<file path="config.mk">
export PLATFORM = sky130hd
export DESIGN_NAME = leb128_length_prefixed_deframer
export DESIGN_NICKNAME = d
export VERILOG_FILES = /design/src/hdl/lebdf_pkg.sv /design/src/hdl/leb128_length_prefixed_deframer.sv
export SDC_FILE = /design/constraint.sdc
export NUM_CORES = 1
export LEC_CHECK = 0
export ABC_CLOCK_PERIOD_IN_PS = 9700
export BUFFER_PORTS_ARGS = -buffer_cell sky130_fd_sc_hd__buf_2
export CAP_MARGIN = 0
export CORE_MARGIN = 2
export CORE_UTILIZATION = 25
export DETAILED_ROUTE_END_ITERATION = 6
export GPL_ROUTABILITY_DRIVEN = 0
export PLACE_DENSITY = 0.51
export SLEW_MARGIN = 20
export SYNTH_ARGS = -nofsm -noshare
export SYNTH_HDL_FRONTEND = slang
export SYNTH_SLANG_ARGS = --single-unit
</file>
<file path="constraint.sdc">
create_clock -name clk -period 9.7 [get_ports clk]
set_input_delay 0.485 -clock clk [delete_from_list [all_inputs] [get_ports clk]]
set_output_delay 0.485 -clock clk [all_outputs]
set_load 0.03 [all_outputs]
</file>
<file path="src/hdl/lebdf_pkg.sv">
// Package for the LEB128 length-prefixed deframer.
// Holds result kinds, error codes, register indexes and reset defaults.
// No dependencies.
`default_nettype none

package lebdf_pkg;

    // Result kinds.
    typedef enum logic [1:0]
    {
        KIND_PAYLOAD = 2'd0,
        KIND_EMPTY   = 2'd1,
        KIND_ERROR   = 2'd2
    } kind_t;

    // Error codes.
    typedef enum logic [1:0]
    {
        ERR_NONE      = 2'd0,
        ERR_HDR_LONG  = 2'd1,
        ERR_FRAME_LIM = 2'd2,
        ERR_CAPACITY  = 2'd3
    } err_t;

    // Configuration register indexes and port widths.
    localparam int CFG_INDEX_BITS = 2;
    localparam int CFG_DATA_BITS  = 24;
    localparam logic [CFG_INDEX_BITS-1:0] REG_MAX_FRAME_LEN   = 2'd0;
    localparam logic [CFG_INDEX_BITS-1:0] REG_BUFFER_CAPACITY = 2'd1;

    // Reset values of the configuration registers.
    localparam logic [31:0] MAX_FRAME_LEN_RST   = 32'd65535;
    localparam logic [31:0] BUFFER_CAPACITY_RST = 32'd4096;

    // Parameter defaults.
    localparam int MAX_HEADER_BYTES_DEF = 10;
    localparam int LEN_BITS_DEF         = 24;

    // Header shape.
    localparam int HDR_CNT_BITS = 4;
    localparam int ACC_BITS     = 64;

endpackage

`default_nettype wire

</file>
<file path="src/hdl/leb128_length_prefixed_deframer.sv">
// Results are registered in the output slot, or in the skid slot while the output slot waits.
// Throughput: one byte per cycle; in_ready drops only while the two-entry output
// buffer is full, so the output handshake alone can slow the stream.
// Reset (rst_n, asynchronous, active low): expect a header, empty accumulator,
// output empty, max_frame_len 65535 and buffer_capacity 4096.
// Depends on lebdf_pkg.
`default_nettype none

module leb128_length_prefixed_deframer #(
    parameter int MAX_HEADER_BYTES = lebdf_pkg::MAX_HEADER_BYTES_DEF,
    parameter int LEN_BITS         = lebdf_pkg::LEN_BITS_DEF,
    localparam int FL_BITS = (LEN_BITS < lebdf_pkg::CFG_DATA_BITS) ?
                             LEN_BITS : lebdf_pkg::CFG_DATA_BITS
) (
    input  wire logic                                 clk,
    input  wire logic                                 rst_n,
    // Configuration write port.
    input  wire logic                                 cfg_we,
    input  wire logic [lebdf_pkg::CFG_INDEX_BITS-1:0] cfg_index,
    input  wire logic [lebdf_pkg::CFG_DATA_BITS-1:0]  cfg_data,
    // Input stream.
    input  wire logic                                 in_valid,
    output logic                                      in_ready,
    input  wire logic [7:0]                           stream_byte,
    // Result stream.
    output logic                                      out_valid,
    input  wire logic                                 out_ready,
    output logic [1:0]                                kind,
    output logic [7:0]                                payload_byte,
    output logic                                      last,
    output logic [FL_BITS-1:0]                        frame_len,
    output logic [1:0]                                error_code
);

    localparam int ACC_BITS = lebdf_pkg::ACC_BITS;
    localparam int CNT_BITS = lebdf_pkg::HDR_CNT_BITS;

    typedef struct packed {
        logic [1:0]         kind;
        logic [7:0]         payload_byte;
        logic               last;
        logic [FL_BITS-1:0] frame_len;
        logic [1:0]         error_code;
    } result_t;

    // Configuration registers.
    logic [FL_BITS-1:0] max_len_reg;
    logic [FL_BITS-1:0] capacity_reg;

    always_ff @(posedge clk or negedge rst_n)
    begin
        if (!rst_n)
        begin
            max_len_reg  <= FL_BITS'(lebdf_pkg::MAX_FRAME_LEN_RST);
            capacity_reg <= FL_BITS'(lebdf_pkg::BUFFER_CAPACITY_RST);
        end
        else if (cfg_we)
        begin
            if (cfg_index == lebdf_pkg::REG_MAX_FRAME_LEN)
                max_len_reg <= cfg_data[FL_BITS-1:0];
            else if (cfg_index == lebdf_pkg::REG_BUFFER_CAPACITY)
                capacity_reg <= cfg_data[FL_BITS-1:0];
        end
    end

    // Deframer state. The accumulator keeps only the low bits of the length,
    // plus flags for any set bit above the output width and above LEN_BITS.
    logic                in_payload_reg, in_payload_next;
    logic [FL_BITS-1:0]  acc_low_reg, acc_low_next;
    logic                acc_ovf_fl_reg, acc_ovf_fl_next;
    logic                acc_ovf_len_reg, acc_ovf_len_next;
    logic [CNT_BITS-1:0] hdr_cnt_reg, hdr_cnt_next;
    logic [FL_BITS-1:0]  remain_reg, remain_next;
    logic [FL_BITS-1:0]  cur_len_reg, cur_len_next;

    // Output buffer: main slot and skid slot.
    logic    out_valid_reg, out_valid_next;
    logic    skid_valid_reg, skid_valid_next;
    result_t out_reg, out_next;
    result_t skid_reg, skid_next;

    // Per-byte decode.
    logic                accept;
    logic                pop;
    logic [6:0]          shamt;
    logic [ACC_BITS-1:0] contrib;
    logic [FL_BITS-1:0]  len_low;
    logic                len_ovf_fl;
    logic                len_ovf_len;
    logic [CNT_BITS-1:0] cnt_inc;
    logic [FL_BITS-1:0]  remain_dec;
    logic                res_valid;
    result_t             res;

    assign accept   = in_valid && in_ready;
    assign pop      = out_valid_reg && out_ready;
    assign in_ready = !skid_valid_reg;

    // Header byte at index k lands at bit 7k; bits past bit 63 fall off.
    assign shamt   = {hdr_cnt_reg, 3'b000} - {3'b000, hdr_cnt_reg};
    assign contrib = ACC_BITS'(stream_byte[6:0]) << shamt;

    assign len_low     = acc_low_reg | contrib[FL_BITS-1:0];
    assign len_ovf_fl  = acc_ovf_fl_reg  || ((contrib >> FL_BITS) != '0);
    assign len_ovf_len = acc_ovf_len_reg || ((contrib >> LEN_BITS) != '0);
    assign cnt_inc     = hdr_cnt_reg + CNT_BITS'(1);
    assign remain_dec  = remain_reg - FL_BITS'(1);

    // Next state and result for one accepted byte.
    always_comb
    begin
        in_payload_next  = in_payload_reg;
        acc_low_next     = acc_low_reg;
        acc_ovf_fl_next  = acc_ovf_fl_reg;
        acc_ovf_len_next = acc_ovf_len_reg;
        hdr_cnt_next     = hdr_cnt_reg;
        remain_next      = remain_reg;
        cur_len_next     = cur_len_reg;
        res_valid        = 1'b0;
        res              = '0;

        if (accept)
        begin
            if (in_payload_reg)
            begin
                // Payload byte passes straight on.
                remain_next      = remain_dec;
                in_payload_next  = (remain_dec != '0);
                res_valid        = 1'b1;
                res.kind         = lebdf_pkg::KIND_PAYLOAD;
                res.payload_byte = stream_byte;
                res.last         = (remain_dec == '0);
                res.frame_len    = cur_len_reg;
                res.error_code   = lebdf_pkg::ERR_NONE;
            end
            else if (stream_byte[7])
            begin
                // Continuation byte: accumulate, or give up on an overlong header.
                if (cnt_inc >= CNT_BITS'(MAX_HEADER_BYTES))
                begin
                    acc_low_next     = '0;
                    acc_ovf_fl_next  = 1'b0;
                    acc_ovf_len_next = 1'b0;
                    hdr_cnt_next     = '0;
                    res_valid        = 1'b1;
                    res.kind         = lebdf_pkg::KIND_ERROR;
                    res.error_code   = lebdf_pkg::ERR_HDR_LONG;
                end
                else
                begin
                    acc_low_next     = len_low;
                    acc_ovf_fl_next  = len_ovf_fl;
                    acc_ovf_len_next = len_ovf_len;
                    hdr_cnt_next     = cnt_inc;
                end
            end
            else
            begin
                // Final header byte: check the length against both limits.
                acc_low_next     = '0;
                acc_ovf_fl_next  = 1'b0;
                acc_ovf_len_next = 1'b0;
                hdr_cnt_next     = '0;
                if (len_ovf_fl || (len_low > max_len_reg))
                begin
                    res_valid      = 1'b1;
                    res.kind       = lebdf_pkg::KIND_ERROR;
                    res.frame_len  = len_ovf_len ? '1 : len_low;
                    res.error_code = lebdf_pkg::ERR_FRAME_LIM;
                end
                else if (len_low > capacity_reg)
                begin
                    res_valid      = 1'b1;
                    res.kind       = lebdf_pkg::KIND_ERROR;
                    res.frame_len  = len_low;
                    res.error_code = lebdf_pkg::ERR_CAPACITY;
                end
                else if (len_low == '0)
                begin
                    res_valid      = 1'b1;
                    res.kind       = lebdf_pkg::KIND_EMPTY;
                    res.last       = 1'b1;
                    res.error_code = lebdf_pkg::ERR_NONE;
                end
                else
                begin
                    in_payload_next = 1'b1;
                    remain_next     = len_low;
                    cur_len_next    = len_low;
                end
            end
        end
    end

    // Output buffer: new results go to the main slot when it is empty or frees this cycle,
    // else to the skid slot.
    always_comb
    begin
        out_valid_next  = out_valid_reg;
        skid_valid_next = skid_valid_reg;
        out_next        = out_reg;
        skid_next       = skid_reg;

        if (skid_valid_reg)
        begin
            if (pop)
            begin
                out_next        = skid_reg;
                skid_valid_next = 1'b0;
            end
        end
        else if (res_valid)
        begin
            if (!out_valid_reg || pop)
            begin
                out_next       = res;
                out_valid_next = 1'b1;
            end
            else
            begin
                skid_next       = res;
                skid_valid_next = 1'b1;
            end
        end
        else if (pop)
        begin
            out_valid_next = 1'b0;
        end
    end

    // Control state.
    always_ff @(posedge clk or negedge rst_n)
    begin
        if (!rst_n)
        begin
            in_payload_reg  <= 1'b0;
            acc_low_reg     <= '0;
            acc_ovf_fl_reg  <= 1'b0;
            acc_ovf_len_reg <= 1'b0;
            hdr_cnt_reg     <= '0;
            remain_reg      <= '0;
            cur_len_reg     <= '0;
            out_valid_reg   <= 1'b0;
            skid_valid_reg  <= 1'b0;
        end
        else
        begin
            in_payload_reg  <= in_payload_next;
            acc_low_reg     <= acc_low_next;
            acc_ovf_fl_reg  <= acc_ovf_fl_next;
            acc_ovf_len_reg <= acc_ovf_len_next;
            hdr_cnt_reg     <= hdr_cnt_next;
            remain_reg      <= remain_next;
            cur_len_reg     <= cur_len_next;
            out_valid_reg   <= out_valid_next;
            skid_valid_reg  <= skid_valid_next;
        end
    end

    // Result payload registers.
    always_ff @(posedge clk)
    begin
        out_reg  <= out_next;
        skid_reg <= skid_next;
    end

    assign out_valid    = out_valid_reg;
    assign kind         = out_reg.kind;
    assign payload_byte = out_reg.payload_byte;
    assign last         = out_reg.last;
    assign frame_len    = out_reg.frame_len;
    assign error_code   = out_reg.error_code;

    // The skid slot only fills behind a waiting result.
    a_skid_behind_out: assert property (@(posedge clk) disable iff (!rst_n)
        skid_valid_reg |-> out_valid_reg)
        else $error("skid slot holds a result while the output slot is empty");

    // An error code appears exactly on error results.
    a_err_matches_kind: assert property (@(posedge clk) disable iff (!rst_n)
        out_valid_reg |-> ((out_reg.kind == lebdf_pkg::KIND_ERROR) ==
                           (out_reg.error_code != lebdf_pkg::ERR_NONE)))
        else $error("error code does not match result kind");

    // The header count never reaches the header byte limit.
    a_hdr_cnt_bound: assert property (@(posedge clk) disable iff (!rst_n)
        hdr_cnt_reg < CNT_BITS'(MAX_HEADER_BYTES))
        else $error("header byte count reached the limit");

    // A byte taken while a payload is pending with more than one left stays in payload.
    a_payload_continues: assert property (@(posedge clk) disable iff (!rst_n)
        (accept && in_payload_reg && (remain_reg > FL_BITS'(1))) |=> in_payload_reg)
        else $error("payload ended early");

endmodule

`default_nettype wire

</file>
==> metrics <==
CP top delay family simple AND/OR/NAND/NOR gates; WHS about 0.19 ns; Final min period 7.680 ns; cells along the critical path buf_4 > clkinv_1 > ha_1 > xnor2_1 > mux4_2 > o21ai_0 > o21bai_1 > ha_1 > nand4_1 > nor4_1 > nand3_1 > a211oi_1 > nand4_4 > nand2b_4 > mux2_4; Synth Instances 1254; Crit path top cell by count ha_1; Mapped Area 12050 um2; most common cell after layout, fill and taps aside nand2_1; worst vdd ir about 0.11 mV; Seq cells post-synth slightly above 200; I/O pins 78; Reg clk slew, reported paths roughly 0.060 ns; WP data arrival between 8 and 9 ns; Clk Latency, worst-skew pair 0.52 ns; post-synth cell types 81; min-delay src cfg_data[8]; drt wl/cell between 15 and 20 um; dominant synthesized flop cell dfrtp_1; leakage around 6.3 nW; Max Cap Violations 0; Worst slew margin 27.46%; Worst Setup SP hdr_cnt_reg[0]$_DFFE_PN0P_; Tcrit/Tclk final about four fifths; sequential fraction of the synthesis area about 45%; clock sinks around 200; CP max FO 39; vias in the first global route 9629; Avg Cell Area, Syn between 9 and 10 um2; initial antenna violation count 3; most frequent cells in the layout nand2_1 (177), dfrtp_1 (112), o21ai_0 (108); Ys Warns 0; drt initial violations 717; antenna viol nets, final 0; WP data required between 10 and 15 ns; H-tree Lvls 1; final setup violation count 0; GRT Total Usage 14.34%; max reg flops 37; FP Rows 80; post-CTS setup buffer count 0; endpoint type of the worst setup path flip-flop; R2R Path Start hdr_cnt_reg[0]$_DFFE_PN0P_; CP startpoint kind flip-flop; first-pass GRT wire length approximately 57 mm; total grt overflow 0; Area Growth Syn to Fin 14.93%; Max Fclk 0.1302 GHz; Longest Clk Path Bufs 3; Slowest cell on crit path xnor2_1; drt first pass iters 6; Port Buffers 77; RSZ-0062 raised after global routing false; fraction of registers with async set/reset ~64%; Inserted Clock Buffers 24; Slew @ Worst Pin 1.080 ns; die width 223.5 um; layout cells sized above 1 16.93%; EDFF count, synth 74; DR vias/cell roughly 5.1; Root Driver clkbuf_16; fin nets about 1400; pwr dens about 190 nW/um2; Clock Skews between 0.02 and 0.025 ns; setup_tns 0 ns; die area between 40000 and 50000 um2; DRC Markers 0; Post-DP HPWL ~26 mm; delay of the slowest cell on the worst path ~0.94 ns; count of pins over their slew limit 0; run status finished, final reports clean; syn_nets ~1300; core area about 48000 um2; Final Hold Viols 0; initial core utilization around a quarter; largest net degree at the start of global routing slightly below 70; Hold Crit Class primary input to flip-flop; final WL between 30 and 40 mm; vias after detailed routing slightly below 10000; critical path type flip-flop to flip-flop; number of buffers and inverters on the critical path 2; Die H ~220 um; CTS tree done
[through the flow]
stage	total power [W]	util, %	setup WS [ns]	instance area [um2]	cells
2_1_floorplan	0.001573	-	1.850	12050	1254
3_3_place_gp	0.001778	27.44	2.542	13070	1893
3_5_place_dp	0.001786	27.44	2.209	13070	1893
4_1_cts	0.002675	29.06	2.169	13840	1938
5_1_grt	0.002779	29.06	1.583	13840	1938
6_report	0.002642	29.06	2.020	13850	1939
[layout make-up]
type                    instances  area, um2
diodes                          1      2.502
clock buffers                  35      693.2
clock inverters                 9      68.82
fillers                      4997      33800
inverters                      74      277.8
multi-input cells             903       6005
flip-flops and latches        203       5472
well taps                     615      769.5
repair buffers                 99      559.3
[worst register-to-register path, delay by kind of cell, from the launching register on]
kind,cells,cell delay [ns]
fa+ha+maj,2,0.97
simple gates,5,2.07
buf+inv,2,0.72
xor+xnor,1,0.95
compound gates,3,1.67
flops,1,0.33
mux,2,0.87
[per-layer routing]
layer | wire length (um) | global-route usage, % | vias to the layer above
met3 | 2049 | 2.858 | 59
met4 | 1084 | 4.387 | 4
met2 | 16390 | 23.11 | 275
met1 | 16590 | 19.39 | 4778
met5 | 27 | 0 | -
li1 | - | - | 4678
[power breakdown]
group,switching [W],internal (W)
clock network,0.000356,0.000520
registers,0.0000693,0.00107
logic,0.000442,0.000186
total,0.000867,0.00177
[logic make-up after synthesis]
group                    after synthesis  share of synthesized area, %
AND/OR/NAND/NOR                      427                         17.43
AO/OA/AOI/OAI                        332                         17.84
flip-flops                           203                         45.41
buffers and inverters                148                         4.995
multiplexers                          79                         7.851
adder cells (fa/ha/maj)               54                         5.608
XOR/XNOR                              11                        0.8620
[repair_timing]
action,4_1_cts,5_1_grt
endpoints found under the hold margin,1,0
hold buffers,1,0
gates resized for setup,0,0
endpoints found under the setup margin,0,0
[cells in the mapped netlist (4+ instances only)]
master,number,area [um2]
a211oi_1,14,105.1
a21boi_0,23,172.7
a21o_1,36,270.3
a21oi_1,52,260.3
a22o_1,4,35.03
a22oi_1,4,30.03
a31oi_1,11,68.82
and2_1,5,31.28
and3_1,13,81.33
buf_1,5,18.77
buf_2,10,50.05
buf_6,4,45.04
clkbuf_1,54,202.7
dfrtp_1,112,2803
dfstp_2,17,446.7
edfxtp_1,74,2222
ha_1,54,675.7
inv_1,72,270.3
mux2_2,34,382.9
mux2_4,15,225.2
mux2i_1,27,270.3
nand2_1,177,664.4
nand2b_1,8,50.05
nand3_1,56,280.3
nand3b_1,7,52.55
nand4_1,15,93.84
nand4b_1,4,35.03
nor2_1,45,168.9
nor2b_1,7,43.79
nor3_1,37,185.2
nor3b_1,7,52.55
nor4_1,13,81.33
o211ai_1,7,52.55
o21a_1,10,75.07
o21ai_0,108,540.5
o21bai_1,9,67.56
o22ai_1,12,75.07
o31ai_1,5,37.54
or3_1,8,50.05
or4_1,5,37.54
xnor2_1,5,43.79
xor2_1,5,43.79
[worst paths after layout]
| check | to | slack (ns) | cells after the start |
|---|---|---|---|
| min reg2reg | cur_len_reg[5]$_DFFE_PN0P_ | 0.49 | 1 |
| max in group asynchronous | capacity_reg[5]$_DFFE_PN0P_ | 7.85 | 3 |
| max reg2reg | cur_len_reg[19]$_DFFE_PN0P_ | 2.02 | 15 |
| min in group asynchronous | out_valid$_DFFE_PN0P_ | 0.56 | 2 |
| min | max_len_reg[8]$_DFFE_PN1P_ | 0.19 | 3 |
| max | cur_len_reg[19]$_DFFE_PN0P_ | 2.02 | 15 |
No activity file was read; power rests on OpenSTA's default activity.
